[config.mk]
export PLATFORM = sky130hd
export DESIGN_NAME = background_autocrop_bbox
export DESIGN_NICKNAME = d
export VERILOG_FILES = /design/src/rtl/bab_pkg.sv /design/src/rtl/bab_in_stage.sv /design/src/rtl/bab_tracker.sv /design/src/rtl/bab_out_stage.sv /design/src/rtl/background_autocrop_bbox.sv
export SDC_FILE = /design/constraint.sdc
export NUM_CORES = 1
export LEC_CHECK = 0
export BUFFER_PORTS_ARGS = -buffer_cell sky130_fd_sc_hd__buf_2
export CAP_MARGIN = 20
export CELL_PAD_IN_SITES_DETAIL_PLACEMENT = 0
export CELL_PAD_IN_SITES_GLOBAL_PLACEMENT = 1
export CORE_UTILIZATION = 43
export CTS_CLUSTER_SIZE = 16
export DETAILED_ROUTE_END_ITERATION = 8
export GPL_ROUTABILITY_DRIVEN = 0
export MAX_ROUTING_LAYER = met4
export PLACE_DENSITY = 0.75
export SLEW_MARGIN = 0
export SYNTH_ARGS = -nofsm -noshare
export SYNTH_HDL_FRONTEND = slang
export SYNTH_SLANG_ARGS = --single-unit
[constraint.sdc]
create_clock -name i_clk -period 6.5 [get_ports i_clk]
set_input_delay 0 -clock i_clk [delete_from_list [all_inputs] [get_ports i_clk]]
set_output_delay 0 -clock i_clk [all_outputs]
set_load 0.01 [all_outputs]
[src/rtl/bab_pkg.sv]
// ---------------------------------------------------------------------------
// bab_pkg
// Shared types, widths and register codes of the background autocrop block.
// ---------------------------------------------------------------------------
package bab_pkg;

    localparam int CFG_W      = 13;
    localparam int CFG_IDX_W  = 1;
    localparam int CHAN_W     = 8;
    localparam int POS_W      = 12;
    localparam int SIZE_W     = 13;

    localparam logic [CFG_IDX_W-1:0] REG_FRAME_WIDTH  = 1'b0;
    localparam logic [CFG_IDX_W-1:0] REG_FRAME_HEIGHT = 1'b1;

    localparam logic [CFG_W-1:0] FRAME_WIDTH_RESET  = 13'd640;
    localparam logic [CFG_W-1:0] FRAME_HEIGHT_RESET = 13'd480;

    typedef struct packed {
        logic [CHAN_W-1:0] red;
        logic [CHAN_W-1:0] green;
        logic [CHAN_W-1:0] blue;
    } t_pixel;

    typedef struct packed {
        logic [POS_W-1:0]  crop_x;
        logic [POS_W-1:0]  crop_y;
        logic [SIZE_W-1:0] crop_w;
        logic [SIZE_W-1:0] crop_h;
        logic              whole_frame;
        logic              all_background;
    } t_result;

    function automatic logic [CFG_W-1:0] eff_size(input logic [CFG_W-1:0] reg_v,
                                                   input logic [CFG_W-1:0] lim);
        logic [CFG_W-1:0] v;
        v = reg_v;
        if (reg_v == '0) begin
            v = CFG_W'(1);
        end else if (reg_v > lim) begin
            v = lim;
        end
        return v;
    endfunction

endpackage

[src/rtl/bab_in_stage.sv]
// ---------------------------------------------------------------------------
// bab_in_stage
// Input register that holds one pixel until the tracker consumes it.
// ---------------------------------------------------------------------------
module bab_in_stage (
    input  logic            i_clk,
    input  logic            i_rst_n,
    input  logic            i_valid,
    input  bab_pkg::t_pixel i_pixel,
    input  logic            i_adv,
    output logic            o_ready,
    output logic            o_valid,
    output bab_pkg::t_pixel o_pixel
);

    logic            r_valid;
    logic            n_valid;
    bab_pkg::t_pixel r_pixel;

    assign o_ready = !r_valid || i_adv;
    assign n_valid = o_ready ? i_valid : r_valid;

    always_ff @(posedge i_clk) begin
        if (!i_rst_n) begin
            r_valid <= 1'b0;
        end else begin
            r_valid <= n_valid;
        end
    end

    always_ff @(posedge i_clk) begin
        if (o_ready && i_valid) begin
            r_pixel <= i_pixel;
        end
    end

    assign o_valid = r_valid;
    assign o_pixel = r_pixel;

    a_hold: assert property (@(posedge i_clk) disable iff (!i_rst_n)
        (r_valid && !i_adv) |=> (r_valid && $stable(r_pixel)))
        else $error("Held pixel was lost or changed while the tracker stalled.");

endmodule

[src/rtl/bab_tracker.sv]
// ---------------------------------------------------------------------------
// bab_tracker
// Frame size registers, raster counters, border check and bounding box.
// ---------------------------------------------------------------------------
module bab_tracker #(
    parameter int MAX_DIM = 4096
) (
    input  logic                           i_clk,
    input  logic                           i_rst_n,
    input  logic                           i_cfg_we,
    input  logic [bab_pkg::CFG_IDX_W-1:0]  i_cfg_index,
    input  logic [bab_pkg::CFG_W-1:0]      i_cfg_data,
    input  logic                           i_step,
    input  bab_pkg::t_pixel                i_pixel,
    output logic                           o_done,
    output bab_pkg::t_result               o_result
);

    localparam int EFF_MAX = (MAX_DIM < 8191) ? MAX_DIM : 8191;
    localparam int CW      = $clog2(EFF_MAX);
    localparam int SW      = CW + 1;
    localparam logic [bab_pkg::CFG_W-1:0] LIM = bab_pkg::CFG_W'(EFF_MAX);

    logic [bab_pkg::CFG_W-1:0] r_frame_width;
    logic [bab_pkg::CFG_W-1:0] r_frame_height;
    logic [23:0]               r_bg;
    logic [CW-1:0]             r_col;
    logic [CW-1:0]             r_row;
    logic                      r_border;
    logic                      r_found;
    logic [CW-1:0]             r_min_col;
    logic [CW-1:0]             r_max_col;
    logic [CW-1:0]             r_min_row;
    logic [CW-1:0]             r_max_row;

    logic [23:0]               n_bg;
    logic [CW-1:0]             n_col;
    logic [CW-1:0]             n_row;
    logic                      n_border;
    logic                      n_found;
    logic [CW-1:0]             n_min_col;
    logic [CW-1:0]             n_max_col;
    logic [CW-1:0]             n_min_row;
    logic [CW-1:0]             n_max_row;

    logic [bab_pkg::CFG_W-1:0] w_eff;
    logic [bab_pkg::CFG_W-1:0] h_eff;
    logic [23:0]               pix;
    logic                      first;
    logic                      diff;
    logic                      last_col;
    logic                      last_row;
    logic [SW-1:0]             span_w;
    logic [SW-1:0]             span_h;

    assign w_eff    = bab_pkg::eff_size(r_frame_width, LIM);
    assign h_eff    = bab_pkg::eff_size(r_frame_height, LIM);
    assign pix      = i_pixel;
    assign first    = (r_col == '0) && (r_row == '0);
    assign n_bg     = first ? pix : r_bg;
    assign diff     = pix != n_bg;
    assign last_col = bab_pkg::CFG_W'(r_col) >= (w_eff - bab_pkg::CFG_W'(1));
    assign last_row = bab_pkg::CFG_W'(r_row) >= (h_eff - bab_pkg::CFG_W'(1));
    assign o_done   = last_col && last_row;

    always_comb begin
        n_border  = r_border;
        n_found   = r_found;
        n_min_col = r_min_col;
        n_max_col = r_max_col;
        n_min_row = r_min_row;
        n_max_row = r_max_row;
        if (diff) begin
            if ((r_col == '0) || (r_row == '0) || last_col || last_row) begin
                n_border = 1'b1;
            end
            n_found = 1'b1;
            if (r_col < r_min_col) n_min_col = r_col;
            if (r_col > r_max_col) n_max_col = r_col;
            if (r_row < r_min_row) n_min_row = r_row;
            if (r_row > r_max_row) n_max_row = r_row;
        end
        n_col = r_col;
        n_row = r_row;
        if (!last_col) begin
            n_col = r_col + CW'(1);
        end else if (!last_row) begin
            n_col = '0;
            n_row = r_row + CW'(1);
        end
    end

    assign span_w = SW'(n_max_col) - SW'(n_min_col) + SW'(1);
    assign span_h = SW'(n_max_row) - SW'(n_min_row) + SW'(1);

    always_comb begin
        o_result = '0;
        if (n_border) begin
            o_result.crop_w      = bab_pkg::SIZE_W'(w_eff);
            o_result.crop_h      = bab_pkg::SIZE_W'(h_eff);
            o_result.whole_frame = 1'b1;
        end else if (!n_found) begin
            o_result.all_background = 1'b1;
        end else begin
            o_result.crop_x = bab_pkg::POS_W'(n_min_col);
            o_result.crop_y = bab_pkg::POS_W'(n_min_row);
            o_result.crop_w = bab_pkg::SIZE_W'(span_w);
            o_result.crop_h = bab_pkg::SIZE_W'(span_h);
        end
    end

    always_ff @(posedge i_clk) begin
        if (!i_rst_n) begin
            r_frame_width  <= bab_pkg::FRAME_WIDTH_RESET;
            r_frame_height <= bab_pkg::FRAME_HEIGHT_RESET;
        end else if (i_cfg_we) begin
            case (i_cfg_index)
                bab_pkg::REG_FRAME_WIDTH:  r_frame_width  <= i_cfg_data;
                bab_pkg::REG_FRAME_HEIGHT: r_frame_height <= i_cfg_data;
                default: ;
            endcase
        end
    end

    always_ff @(posedge i_clk) begin
        if (!i_rst_n) begin
            r_bg      <= '0;
            r_col     <= '0;
            r_row     <= '0;
            r_border  <= 1'b0;
            r_found   <= 1'b0;
            r_min_col <= '1;
            r_max_col <= '0;
            r_min_row <= '1;
            r_max_row <= '0;
        end else if (i_step) begin
            r_bg <= n_bg;
            if (o_done) begin
                r_col     <= '0;
                r_row     <= '0;
                r_border  <= 1'b0;
                r_found   <= 1'b0;
                r_min_col <= '1;
                r_max_col <= '0;
                r_min_row <= '1;
                r_max_row <= '0;
            end else begin
                r_col     <= n_col;
                r_row     <= n_row;
                r_border  <= n_border;
                r_found   <= n_found;
                r_min_col <= n_min_col;
                r_max_col <= n_max_col;
                r_min_row <= n_min_row;
                r_max_row <= n_max_row;
            end
        end
    end

    a_clear: assert property (@(posedge i_clk) disable iff (!i_rst_n)
        (i_step && o_done) |=> (r_col == '0 && r_row == '0 && !r_border && !r_found))
        else $error("Frame state was not cleared after the last pixel.");

    a_box: assert property (@(posedge i_clk) disable iff (!i_rst_n)
        r_found |-> (r_min_col <= r_max_col && r_min_row <= r_max_row))
        else $error("Bounding box corners are out of order.");

    a_empty: assert property (@(posedge i_clk) disable iff (!i_rst_n)
        !r_found |-> (!r_border && r_min_col == '1 && r_max_col == '0))
        else $error("Bounding box moved without a differing pixel.");

endmodule

[src/rtl/bab_out_stage.sv]
// ---------------------------------------------------------------------------
// bab_out_stage
// Result register that holds one crop window until the consumer takes it.
// ---------------------------------------------------------------------------
module bab_out_stage (
    input  logic             i_clk,
    input  logic             i_rst_n,
    input  logic             i_load,
    input  bab_pkg::t_result i_result,
    input  logic             i_ready,
    output logic             o_free,
    output logic             o_valid,
    output bab_pkg::t_result o_result
);

    logic             r_valid;
    logic             n_valid;
    bab_pkg::t_result r_result;

    assign o_free  = !r_valid || i_ready;
    assign n_valid = i_load || (r_valid && !i_ready);

    always_ff @(posedge i_clk) begin
        if (!i_rst_n) begin
            r_valid <= 1'b0;
        end else begin
            r_valid <= n_valid;
        end
    end

    always_ff @(posedge i_clk) begin
        if (i_load) begin
            r_result <= i_result;
        end
    end

    assign o_valid  = r_valid;
    assign o_result = r_result;

endmodule

[src/rtl/background_autocrop_bbox.sv]
// Path: the last pixel of a frame is held in the input register until the tracker steps on it,
// and the crop result is then loaded into the result register, which raises o_valid.
// Throughput: one pixel per cycle, set by the single tracker stage between the input
// register and the result register; only a frame's last pixel waits for an untaken result.
// Reset: synchronous, active low; clears the frame state and sets the frame size
// registers to 640 by 480.
// ---------------------------------------------------------------------------
// background_autocrop_bbox
// Finds the crop window of a raster frame against its first-pixel background.
// ---------------------------------------------------------------------------
module background_autocrop_bbox #(
    parameter int MAX_DIM = 4096
) (
    input  logic                          i_clk,
    input  logic                          i_rst_n,
    input  logic                          i_valid,
    output logic                          o_ready,
    input  logic [bab_pkg::CHAN_W-1:0]    i_red,
    input  logic [bab_pkg::CHAN_W-1:0]    i_green,
    input  logic [bab_pkg::CHAN_W-1:0]    i_blue,
    output logic                          o_valid,
    input  logic                          i_ready,
    output logic [bab_pkg::POS_W-1:0]     o_crop_x,
    output logic [bab_pkg::POS_W-1:0]     o_crop_y,
    output logic [bab_pkg::SIZE_W-1:0]    o_crop_w,
    output logic [bab_pkg::SIZE_W-1:0]    o_crop_h,
    output logic                          o_whole_frame,
    output logic                          o_all_background,
    input  logic                          i_cfg_valid,
    output logic                          o_cfg_ready,
    input  logic [bab_pkg::CFG_IDX_W-1:0] i_cfg_index,
    input  logic [bab_pkg::CFG_W-1:0]     i_cfg_data
);

    bab_pkg::t_pixel  in_pixel;
    bab_pkg::t_pixel  st_pixel;
    bab_pkg::t_result trk_result;
    bab_pkg::t_result out_result;
    logic             st_valid;
    logic             out_free;
    logic             adv;
    logic             step;
    logic             done;

    assign in_pixel.red   = i_red;
    assign in_pixel.green = i_green;
    assign in_pixel.blue  = i_blue;
    assign adv            = !done || out_free;
    assign step           = st_valid && adv;
    assign o_cfg_ready    = 1'b1;

    bab_in_stage u_in (
        .i_clk   (i_clk),
        .i_rst_n (i_rst_n),
        .i_valid (i_valid),
        .i_pixel (in_pixel),
        .i_adv   (adv),
        .o_ready (o_ready),
        .o_valid (st_valid),
        .o_pixel (st_pixel)
    );

    bab_tracker #(
        .MAX_DIM (MAX_DIM)
    ) u_trk (
        .i_clk       (i_clk),
        .i_rst_n     (i_rst_n),
        .i_cfg_we    (i_cfg_valid),
        .i_cfg_index (i_cfg_index),
        .i_cfg_data  (i_cfg_data),
        .i_step      (step),
        .i_pixel     (st_pixel),
        .o_done      (done),
        .o_result    (trk_result)
    );

    bab_out_stage u_out (
        .i_clk    (i_clk),
        .i_rst_n  (i_rst_n),
        .i_load   (step && done),
        .i_result (trk_result),
        .i_ready  (i_ready),
        .o_free   (out_free),
        .o_valid  (o_valid),
        .o_result (out_result)
    );

    assign o_crop_x         = out_result.crop_x;
    assign o_crop_y         = out_result.crop_y;
    assign o_crop_w         = out_result.crop_w;
    assign o_crop_h         = out_result.crop_h;
    assign o_whole_frame    = out_result.whole_frame;
    assign o_all_background = out_result.all_background;

endmodule

# Word level (Yosys, flattened, before mapping)
# Index checks and enable logic that the tools add are counted.
dict set report totals {
  input_bits 43
  out_inout_bits 55
  register_bits 202
  elab_cells 102
}
dict set report op_classes {
  n_eq_ne 3
  muxes 32
  n_addsub 8
  reduce_logical 27
  order_cmp 8
  bitwise_logic 2
}
# operator count
set op_table {}
lappend op_table {{$mux 12} 18}
lappend op_table {{$mux 13} 4}
lappend op_table {{$mux 26} 2}
lappend op_table {{$add 13x1->13 const B} 2}
lappend op_table {{$ge 12x13->1} 2}
lappend op_table {{$gt 13x13->1 const B} 2}
lappend op_table {{$logic_not 13->1} 2}
lappend op_table {{$sub 12x12->13} 2}
lappend op_table {{$sub 13x1->13 const B} 2}
lappend op_table {{$add 12x1->12 const B} 2}
lappend op_table {{$gt 12x12->1} 2}
lappend op_table {{$logic_not 12->1} 2}
lappend op_table {{$lt 12x12->1} 2}
lappend op_table {{$mux 24} 1}
lappend op_table {{$ne 24x24->1} 1}
lappend op_table {{$logic_or 1x1->1} 7}
lappend op_table {{$mux 1} 7}
lappend op_table {{$logic_and 1x1->1} 6}
lappend op_table {{$reduce_and 2->1} 3}
lappend op_table {{$logic_not 1->1} 4}
lappend op_table {{$ne 3x3->1 const B} 1}
lappend op_table {{$reduce_and 3->1} 1}
lappend op_table {{$ne 2x2->1 const B} 1}
lappend op_table {{$not 1->1} 2}
lappend op_table {{2 further kinds} 2}

# Depth between registers and ports, before layout
# Gate-level depths: netlist of run 1.
dict set report depth {
  ltp_word 11
  mapped_depth 23
}

# Hierarchy
# Synthesis of run 1 repeated with hierarchy kept, for this count alone.
dict set report unflattened {
  hier_cells 1292
  hier_area_um2 12069.1
}
# module cells_each instances seq_area_each_um2 area_per_inst_um2
set by_module_without_submodules {}
lappend by_module_without_submodules {bab_tracker 1202 1 2482.4 9639.2}
lappend by_module_without_submodules {bab_out_stage 56 1 1581.5 1610.3}
lappend by_module_without_submodules {bab_in_stage 29 1 740.7 778.2}
lappend by_module_without_submodules {background_autocrop_bbox 5 1 0.0 41.3}

# Worst setup path after synthesis of run 1
# Ideal clock, no wire load.
dict set report synth_timing {
  path_kind {reg2reg}
  start {register u_trk.r_frame_width[4] (netlist bit)}
  end {register u_out.r_result (netlist bit u_out.o_result[0]) (enable)}
  path_stages_with_launch 15
  path_buffers 0
  required_ns 6.038
  setup_ns 0.462
  path_slack_ns 0.343
  synth_period_minus_slack_ns 6.157
  arrival_ns 5.695
  cell_sequence {dfxtp_1 or4_4 nor4_4 nand2_1 nor4_1 o21ai_0 ha_1 o21ai_1 nor2_1 o32a_1 ha_1 nand4_1 o21ai_1 nand3_1 nor2_1}
}
dict set report synth_between {
  elab_chain_cells 10
  word_cells_on_any_way 11
}
# item line_no
set synth_lines {}
lappend synth_lines {{start: declaration} bab_tracker.sv:24} ;# logic [bab_pkg::CFG_W-1:0] r_frame_width;
lappend synth_lines {{start signal: assignment} bab_tracker.sv:114} ;# r_frame_width <= bab_pkg::FRAME_WIDTH_RESET;
lappend synth_lines {{start signal: assignment} bab_tracker.sv:118} ;# bab_pkg::REG_FRAME_WIDTH: r_frame_width <= i_cfg_data;
lappend synth_lines {{$gt 13x13->1} bab_pkg.sv:40} ;# end else if (reg_v > lim) begin
lappend synth_lines {{$mux 13} bab_pkg.sv:40}
lappend synth_lines {{$mux 13 *} bab_pkg.sv:38} ;# if (reg_v == '0) begin
lappend synth_lines {{$sub 13x1->13 *} bab_tracker.sv:62} ;# assign last_col = bab_pkg::CFG_W'(r_col) >= (w_eff - bab_pkg::CFG_W'(1));
lappend synth_lines {{$ge 12x13->1 *} bab_tracker.sv:62}
lappend synth_lines {{$logic_and 1x1->1 *} bab_tracker.sv:64} ;# assign o_done = last_col && last_row;
lappend synth_lines {{$logic_not 1->1} background_autocrop_bbox.sv:48} ;# assign adv = !done || out_free;
lappend synth_lines {{$logic_or 1x1->1} background_autocrop_bbox.sv:48}
lappend synth_lines {{$logic_and 1x1->1} background_autocrop_bbox.sv:49} ;# assign step = st_valid && adv;
lappend synth_lines {{$logic_and 1x1->1 *} background_autocrop_bbox.sv:80} ;# .i_load (step && done),
lappend synth_lines {{named net u_out.i_load} bab_out_stage.sv:8} ;# input logic i_load,
lappend synth_lines {{end signal: assignment} bab_out_stage.sv:33} ;# r_result <= i_result;
lappend synth_lines {{end: declaration} bab_out_stage.sv:18} ;# bab_pkg::t_result r_result;
# The timed path passes the listed nets; every way through them passes the cells marked *.
# A chain may end at the register's enable or synchronous reset.

# Final worst setup path of run 1
dict set report layout_timing {
  start {register u_trk.r_frame_width[4] (netlist bit)}
  end {register u_trk.r_max_col[9]}
}
dict set report layout_between {
  elab_chain_cells 9
  word_cells_on_any_way 11
}
# item line_no
set layout_lines {}
lappend layout_lines {{$gt 13x13->1} bab_pkg.sv:40}
lappend layout_lines {{$mux 13} bab_pkg.sv:40}
lappend layout_lines {{$mux 13 *} bab_pkg.sv:38}
lappend layout_lines {{$sub 13x1->13 *} bab_tracker.sv:62}
lappend layout_lines {{$ge 12x13->1 *} bab_tracker.sv:62}
lappend layout_lines {{$logic_and 1x1->1 *} bab_tracker.sv:64}
lappend layout_lines {{$logic_not 1->1} background_autocrop_bbox.sv:48}
lappend layout_lines {{$logic_or 1x1->1} background_autocrop_bbox.sv:48}
lappend layout_lines {{$logic_and 1x1->1} background_autocrop_bbox.sv:49}
lappend layout_lines {{end signal: assignment} bab_tracker.sv:153} ;# r_max_col <= n_max_col;
lappend layout_lines {{end: declaration} bab_tracker.sv:32} ;# logic [CW-1:0] r_max_col;
# Every way passes the cells marked *; elsewhere a longest branch is shown, timed or not.

==> out/metrics.csv, run 1 <==
metric;value;unit
status;finished clean;
initial antenna violation count;0;
async set or reset register ratio after synthesis;0;%
Sink Count;202;
total CTS buffers;24;
Yosys cell types;71;
RSZ-0062 raised after global routing;no;
Diodes inserted;0;
Comb pwr share;12.9;%
first-pass GRT wire length;52.9;mm
worst vdd ir;0.161;mV
detailed-route wire length;33.4;mm
final worst-path cycle share;89.2;%
vias in the first global route;9799;
Worst EP arrival;6260;ps
min-delay src;i_cfg_valid;
GRT overflow;0;
Clock Tree Buf Depth;3;
min setup slack post-route;703;ps
Final Max Slew Viols;0;
clk_lat worst skew;540;ps
cell taking the most area after synthesis;dfxtp_1;
Worst Path Buf+Inv;1;
Hold WC Path Type;input port to flip-flop;
Rel. slew slack;36.4;%
count of final hold-check violations;0;
core area;27900;µm²
Final setup viols;0;
Syn Inst Count;1325;
fmax;0.173;GHz
nets;1620;
dpl ws;833;ps
setup tns final;0;ps
Crit. End Element;flip-flop;
synth cell count leaders;nand2_1, dfxtp_1, ha_1, nand3_1;
Leakage;6.43;nW
post-route ant nets;0;
# DRC;0;
cts repair resizes;0;
Die Ht;170;µm
cell family with most CP delay;compound AO/OA/AOI/OAI gates;
slowest stage delay, CP;610;ps
worst-path maximum fanout;28;
sequential area share after synthesis;39.4;%
worst r2r src;u_trk.r_frame_width[4]$_SDFFE_PN0P_;
most frequent cell after synthesis;nand2_1;
Critical Path RT;6960;ps
WL per Instance;18.1;µm
via count;10310;
CP max-delay cell;o31ai_4;
Synthesis Warnings;0;
via/cell ratio;5.58;
Post-synth EDFFs;76;
layout overhead on the synthesized area;18.1;%
Initial Utilization;43.8;%
#FFs+latches synth;202;
pwr dens;227;nW/µm²
Die ar.;29100;µm²
CTS tree;done;
clock share of power;44.5;%
IO Port Bufs;96;
worst path cell trace;or4_4 > nor4_4 > nand2_1 > nor4_1 > o21ai_0 > ha_1 > o21ai_1 > nor4_1 > o22a_1 > ha_1 > o21a_1 > o22ai_1 > a41oi_2 > nand3b_1 > o31ai_4 > buf_4 > a22o_1 > a22o_1;
dominant cells by area after synthesis;dfxtp_1, edfxtp_1, ha_1, nand2_1, mux2i_1;
Post-CTS Setup Bufs;0;
max-cap viol count;0;
I/O pins;98;
Die X;170;µm
First DRT Iteration DRCs;647;
syn_nets;1492;
clk root buf;clkbuf_16;
post-synth top area share;20.7;%
P_sw;0.000819;W
post-DP HPWL;24.0;mm
Clock transition at path regs;60;ps
switching part of the total;25.0;%
clk_skew;24.0;ps
register share of total power;42.6;%
fillers;2574;
fin crit period;5800;ps
Worst Setup SP;u_trk.r_frame_width[4]$_SDFFE_PN0P_;
nature of the critical path startpoint;flip-flop;
Mapped Avg Cell Area;9.21;µm²
Netlist Area Pre-Place;12200;µm²
gr usage total;23.9;%
H-tree Lvls;1;
Pre-antenna DRT Iters;5;
layout cells sized above 1;13.7;%
largest net degree at the start of global routing;60;
# rows;61;
Worst Max-Slew Pin Slew;945;ps
Crit Path Class;flip-flop to flip-flop;
internal power;0.00245;W
ys flop type;dfxtp_1;
[cells in the final DEF, fill, tap and decap left out, types with 27 or more instances in the layout]
cell type | synthesis | routed
a21oi_1 | 65 | 65
a22o_1 | 27 | 27
buf_2 | 12 | 96
buf_4 | 5 | 33
dfxtp_1 | 126 | 126
dlygate4sd3_1 | 0 | 44
edfxtp_1 | 76 | 76
ha_1 | 122 | 122
inv_1 | 75 | 75
mux2i_1 | 52 | 52
nand2_1 | 153 | 153
nand3_1 | 90 | 90
nor2_1 | 65 | 64
o21ai_0 | 76 | 76
xor2_1 | 30 | 30
[worst min-delay path, cell delays in order]
cell	delay, ps
buf_2	120
nor2b_1	250
nand2_1	120
a21oi_1	50
[per-stage QoR]
step	power [W]	cells	util (%)	hold WS, ps	area [µm²]
6_report	0.00327	1848	51.7	65.5	14400
5_1_grt	0.00340	1848	51.7	68.1	14400
4_1_cts	0.00330	1848	51.7	34.5	14400
3_5_place_dp	0.00182	1761	47.1	178	13100
3_3_place_gp	0.00182	1761	47.1	177	13100
2_1_floorplan	0.00171	1325	-	98.9	12200
[power groups by stage]
stage	Sequential, W	Combinational, W	Clock (W)
finish	0.00139	0.000422	0.00145
global route	0.00140	0.000471	0.00153
CTS	0.00139	0.000425	0.00149
detailed placement	0.00142	0.000402	0
global placement	0.00142	0.000398	0
floorplan	0.00141	0.000300	0
[worst paths after layout]
| kind | to | slack (ps) | depth (start not counted) |
|---|---|---|---|
| worst max-delay path | u_trk.r_max_col[9]$_SDFFE_PN0P_ | 700 | 18 |
| worst min-delay path | u_trk.r_frame_width[8]$_SDFFE_PN0P_ | 70 | 4 |
| worst max register to register | u_trk.r_max_col[9]$_SDFFE_PN0P_ | 700 | 18 |
| worst min register to register | u_trk.r_bg[13]$_SDFFE_PN0P_ | 480 | 2 |
[area by class of cell]
cell class / count / area (µm²) / share of cell area, %
Inverter: 75 / 282 / 1.95
Clock buffer: 36 / 718 / 4.98
Clock inverter: 7 / 145 / 1.01
Timing Repair Buffer: 174 / 1190 / 8.25
Tap cell: 378 / 473 / 3.28
Sequential cell: 202 / 4800 / 33.3
Multi-Input combinational cell: 976 / 6800 / 47.2
[routing by layer]
layer / vias to the layer above / wire (µm) / GRT usage, % / share of wire [%]
met5: - / 0 / - / 0
met4: 0 / 807 / 7.05 / 2.4
met3: 59 / 1530 / 2.91 / 4.6
met2: 269 / 16400 / 40.7 / 49
met1: 4910 / 14700 / 29.5 / 44
li1: 5072 / - / - / -
[flip-flops by register name, summed over array words and instances (netlist names), 13 cells and up]
name                  flops
u_in.o_pixel             24
u_trk.r_frame_height     13
u_out.o_result           52
u_trk.r_bg               24
u_trk.r_frame_width      13
[cells by family after synthesis]
kind of cell / Yosys count / share of synthesized area [%]
AND/OR/NAND/NOR: 451 / 18.0
multiplexers: 71 / 6.02
buffers and inverters: 147 / 5.19
flip-flops: 202 / 39.4
adder cells (fa/ha/maj): 124 / 12.8
AO/OA/AOI/OAI: 279 / 15.0
other: 1 / 0.0307
XOR/XNOR: 50 / 3.59
[repair_timing]
item | 4_1_cts | 5_1_grt
hold buffers | 44 | 0
setup endpoints to repair | 0 | 0
hold endpoints to repair | 52 | 0
No activity file was read; power rests on OpenSTA's default activity.
==> inputs of run 2 (changes only) <==
- ABC_AREA: default -> 1
- CORE_UTILIZATION: 43 -> 41
==> run 2 against run 1 <==
Utilization is 3.0 points lower. Maximum frequency is 1.2% higher. Clock power is 8% higher. Clock skew is 7.9 ps lower. Via count is 23% higher. Register-to-register slack better by 70 ps. Power is 130% higher. Worst hold slack worse by 2.9 ps. Non-clock buffer count is 2 lower. Critical path type unchanged. Highest routed layer unchanged.
==> out/metrics.csv, run 2 <==
metric;value;unit
final worst-path cycle share;88.1;%
worst vdd ir;0.563;mV
clk root buf;clkbuf_16;
syn_nets;2056;
Critical Path RT;6790;ps
most frequent cell after synthesis;nand2_1;
layout cells sized above 1;11.4;%
post-synth top area share;18.6;%
Mapped Avg Cell Area;7.17;µm²
total CTS buffers;26;
clk_lat worst skew;550;ps
largest net degree at the start of global routing;61;
post-route ant nets;0;
ys flop type;dfxtp_1;
setup tns final;0;ps
GRT overflow;0;
# rows;66;
Post-CTS Setup Bufs;0;
WL per Instance;16.5;µm
most frequent cells in the layout;nand2_1, nor2_1, inv_1;
Synthesis Warnings;0;
post-DP HPWL;29.8;mm
Netlist Area Pre-Place;13500;µm²
Final setup viols;0;
sequential area share after synthesis;35.5;%
final instance area;15900;µm²
Hold WC Path Type;input port to flip-flop;
layout overhead on the synthesized area;17.0;%
area post-placement;14500;µm²
Die X;184;µm
fmax;0.175;GHz
nature of the critical path startpoint;flip-flop;
final hold slack;62.5;ps
initial antenna violation count;0;
detailed-route wire length;41.0;mm
most common cell after layout, fill and taps aside;nand2_1;
Die ar.;33800;µm²
Crit. End Element;flip-flop;
fin crit period;5730;ps
Crit Path Class;flip-flop to flip-flop;
status;finished clean;
# DRC;0;
async set or reset register ratio after synthesis;0;%
clk_skew;16.0;ps
RSZ-0062 raised after global routing;no;
Clock Tree Buf Depth;3;
via count;12667;
worst-path maximum fanout;60;
Syn Inst Count;1889;
gr usage total;25.0;%
I/O pins;98;
Initial Utilization;41.6;%
vias in the first global route;11928;
Diodes inserted;0;
synth cell count leaders;nand2_1, nor2_1, inv_1, o21ai_0, a21oi_1;
dominant cells by area after synthesis;dfxtp_1, edfxtp_1, nand2_1, ha_1, nor2_1;
count of final hold-check violations;0;
Post-synth EDFFs;76;
via/cell ratio;5.12;
Final Max Slew Viols;0;
max-cap viol count;0;
Rel. slew slack;35.5;%
Worst Max-Slew Pin Slew;967;ps
IO Port Bufs;96;
max FFs per register;52;
#FFs+latches synth;202;
Worst EP arrival;6020;ps
Pre-antenna DRT Iters;5;
core area;32500;µm²
CTS tree;done;
Clock transition at path regs;60;ps
First DRT Iteration DRCs;661;
pwr dens;476;nW/µm²
nets;2180;
Die Ht;184;µm
cell taking the most area after synthesis;dfxtp_1;
Yosys cell types;42;
Sink Count;202;
cts repair resizes;0;
Leakage;7.17;nW
first-pass GRT wire length;64.1;mm
H-tree Lvls;1;
-- run 2: final cells by class --
cell class                 instances  area (µm²)
tap                              442         553
multi-input combinational       1382        7510
clock inverter                    18         228
sequential                       202        4800
clock buffer                      30         697
timing repair buffer             172        1200
fill                            3266       16700
inverter                         229         860
-- run 2: worst paths after layout --
kind / from / endpoint / slack (ps) / cells after the start
min: i_cfg_valid / u_trk.r_frame_width[11]$_SDFFE_PN0P_ / 60 / 5
min reg2reg: u_trk.r_min_col[0]$_SDFFE_PN1P_ / u_trk.r_min_col[0]$_SDFFE_PN1P_ / 460 / 2
max: u_trk.r_col[0]$_SDFFE_PN0P_ / u_out.o_result[26]$_DFFE_PP_ / 770 / 26
max reg2reg: u_trk.r_col[0]$_SDFFE_PN0P_ / u_out.o_result[26]$_DFFE_PP_ / 770 / 26
-- run 2: power breakdown --
part	total, W	switching (W)	internal, W	leakage [nW]
combinational	0.00453	0.00276	0.00177	5.03
clock	0.00156	0.000594	0.000965	0.439
sequential	0.00145	0.0000562	0.00140	1.70
-- run 2: cell families after synthesis --
logic type | Yosys count | share of synthesized area, %
AOI/OAI and AO/OA | 344 | 13.6
and+or+nand+nor | 860 | 26.7
DFF | 202 | 35.5
buffers and inverters | 305 | 9.21
other | 1 | 0.0277
xor gates and xnor gates | 53 | 3.43
adders and majority gates | 124 | 11.6
-- run 2: timing repair --
action                                 CTS  global route
hold buffers                            46             0
setup endpoints to repair                0             0
endpoints found under the hold margin   52             0
-- run 2: routing by layer --
metal	routed length (µm)	track usage, %	vias to the layer above
met4	1560	9.23	0
met5	0	-	-
met3	1370	2.30	69
met1	18600	31.4	5846
met2	19400	41.6	285
li1	-	-	6467
-- run 2: worst max-delay path, stage by stage, from the launching register on --
cell and delay [ps]:
dfxtp_1 370, inv_1 170, ha_1 190, nand4_1 120
nor2_2 240, nand2_2 560, buf_4 450, nand3_1 90
nand2_1 50, nor2_1 100, nand2_1 90, nor2_4 150
nand3_2 310, buf_12 310, o21ai_1 230, ha_1 270
inv_1 60, ha_1 160, inv_1 50, fa_1 390
o21ai_0 390, nand2_1 100, o211ai_1 150, a21o_1 150
a21oi_1 60, xor2_1 140, o21ai_1 90
-- run 2: per-stage QoR --
| step | utilization, % | instances | setup slack, ps | power, W |
|---|---|---|---|---|
| 3_5_place_dp | 44.5 | 2381 | 804 | 0.00597 |
| 2_1_floorplan | - | 1889 | 2150 | 0.00496 |
| 3_3_place_gp | 44.5 | 2381 | 888 | 0.00597 |
| 6_report | 48.7 | 2475 | 774 | 0.00755 |
| 4_1_cts | 48.7 | 2475 | 778 | 0.00759 |
| 5_1_grt | 48.7 | 2475 | 194 | 0.00832 |
==> inputs of run 3 (changes only) <==
- CORE_ASPECT_RATIO: default -> 2
==> run 3 against run 2 <==
Largest power group unchanged. Clock power decreased by 21%. Critical endpoint unchanged. Critical path depth did not move. Design area shrank 1.4%. Largest cell class unchanged. Critical path type unchanged.
==> out/metrics.csv, run 3 (same netlist as run 2, synthesis figures left out) <==
metric;value;unit
max-cap viol count;0;
min-delay src;i_rst_n;
fin crit period;5560;ps
final worst-path cycle share;85.6;%
cell family with most CP delay;simple AND/OR/NAND/NOR gates;
H-tree Lvls;1;
Diodes inserted;0;
most common cell after layout, fill and taps aside;nand2_1;
Worst EP arrival;5840;ps
via count;12899;
I/O pins;98;
slowest stage delay, CP;510;ps
worst-path maximum fanout;74;
first-pass GRT wire length;69.3;mm
Final setup viols;0;
worst vdd ir;0.445;mV
Rel. slew slack;30.8;%
clk_skew;16.6;ps
Worst Path Buf+Inv;5;
Initial Utilization;41.9;%
total CTS buffers;22;
clk_lat worst skew;540;ps
# rows;93;
gr usage total;28.2;%
status;finished clean;
First DRT Iteration DRCs;704;
Worst Max-Slew Pin Slew;1030;ps
Clock transition at path regs;60;ps
Reg2Reg Capture Point;u_out.o_result[26]$_DFFE_PP_;
CP max-delay cell;nand2_2;
initial antenna violation count;0;
setup tns final;0;ps
Crit Path Class;flip-flop to flip-flop;
layout cells sized above 1;11.1;%
largest net degree at the start of global routing;75;
Sink Count;202;
# DRC;0;
Critical Path RT;6770;ps
Pwr Total;0.00755;W
worst reg-to-reg path cell count;26;
pwr dens;483;nW/µm²
layout overhead on the synthesized area;15.4;%
GRT overflow;0;
flop2flop setup slack;940;ps
max FFs per register;52;
Clock Tree Buf Depth;3;
RSZ-0062 raised after global routing;no;
nets;2178;
count of final hold-check violations;0;
fmax;0.180;GHz
Die X;131;µm
vias in the first global route;12884;
most frequent cells in the layout;nand2_1, nor2_1, inv_1;
post-route ant nets;0;
Die ar.;33800;µm²
Crit. End Element;flip-flop;
clk root buf;clkbuf_16;
worst r2r src;u_trk.r_col[0]$_SDFFE_PN0P_;
Die Ht;259;µm
Hold WC Path Type;input port to flip-flop;
WHS Path Cells;3;
detailed-route wire length;44.5;mm
via/cell ratio;5.26;
IO Port Bufs;96;
sink of the worst hold path;u_trk.r_frame_height[5]$_SDFFE_PN1P_;
fillers;3370;
Leakage;7.08;nW
WL per Instance;18.1;µm
Crit path depth;26;
nature of the critical path startpoint;flip-flop;
core area;32300;µm²
Pre-antenna DRT Iters;5;
Final Max Slew Viols;0;
CTS tree;done;
post-DP HPWL;33.4;mm
Post-CTS Setup Bufs;0;
[run 3: changes by cell type in the layout (fill, tap and decap cells not counted)]
| cell | delta |
|---|---|
| buf_12 | +1 |
| buf_4 | +3 |
| bufinv_16 | -5 |
| clkbuf_1 | +5 |
| clkbuf_16 | -3 |
| clkbuf_8 | +2 |
| clkinv_1 | -1 |
| clkinv_2 | -2 |
| clkinvlp_4 | -3 |
| dlygate4sd3_1 | -2 |
| inv_6 | -1 |
[run 3: metal layers]
layer / part of all wire (%) / wire length (µm) / global-route usage (%) / vias to the layer above
met1: 34 / 15200 / 25.3 / 5932
met5: 0 / 0 / - / -
met2: 54 / 23900 / 52.5 / 350
li1: - / - / - / 6460
met4: 9.0 / 4020 / 22.0 / 0
met3: 3.1 / 1400 / 2.76 / 157
[run 3: tightest hold or removal path: cells and delay by family]
kind,cells,cell delay [ps]
simple gates,1,150
buf+inv,2,390
[run 3: metrics by stage]
| stage | std cells | cell area (µm²) | util, % | worst slack [ps] | hold slack (ps) |
|---|---|---|---|---|---|
| after floorplan | 1889 | 13500 | - | 2150 | 98.9 |
| after detailed placement | 2370 | 14500 | 44.8 | 971 | 178 |
| after global placement | 2370 | 14500 | 44.8 | 1090 | 176 |
| after CTS | 2454 | 15600 | 48.3 | 950 | 8.06 |
| final | 2454 | 15600 | 48.3 | 936 | 35.0 |
| after global routing | 2454 | 15600 | 48.3 | 447 | 49.1 |
[run 3: final cells by class]
cell class / count / area (µm²) / share of cell area, %
multi-input combinational: 1382 / 7510 / 48.0
timing repair buffer: 174 / 1230 / 7.84
tap: 427 / 534 / 3.42
clock buffer: 34 / 668 / 4.27
inverter: 229 / 860 / 5.50
clock inverter: 6 / 32.5 / 0.208
sequential: 202 / 4800 / 30.7
[run 3: timing repair]
action | CTS | global route
resized for setup | 0 | 0
endpoints found under the hold margin | 52 | 0
hold buffers | 44 | 0
[run 3: how the worst max path moves through the flow]
| stage | to | slack (ps) | from |
|---|---|---|---|
| 3_5_place_dp | u_out.o_result[26]$_DFFE_PP_ | 970 | u_trk.r_col[0]$_SDFFE_PN0P_ |
| 5_1_grt | u_out.o_result[26]$_DFFE_PP_ | 450 | u_trk.r_col[0]$_SDFFE_PN0P_ |
| 3_3_place_gp | u_out.o_result[26]$_DFFE_PP_ | 1090 | u_trk.r_col[0]$_SDFFE_PN0P_ |
| 2_1_floorplan | u_out.o_result[0]$_SDFFCE_PP0P_ | 2150 | u_trk.r_frame_width[6]$_SDFFE_PN0P_ |
| 4_1_cts | u_out.o_result[26]$_DFFE_PP_ | 950 | u_trk.r_col[0]$_SDFFE_PN0P_ |
| 6_report | u_out.o_result[26]$_DFFE_PP_ | 940 | u_trk.r_col[0]$_SDFFE_PN0P_ |
[run 3: where the power goes]
part           switching, W  internal, W  total, W
clock              0.000537     0.000707   0.00124
sequential        0.0000555      0.00140   0.00145
combinational       0.00305      0.00181   0.00485
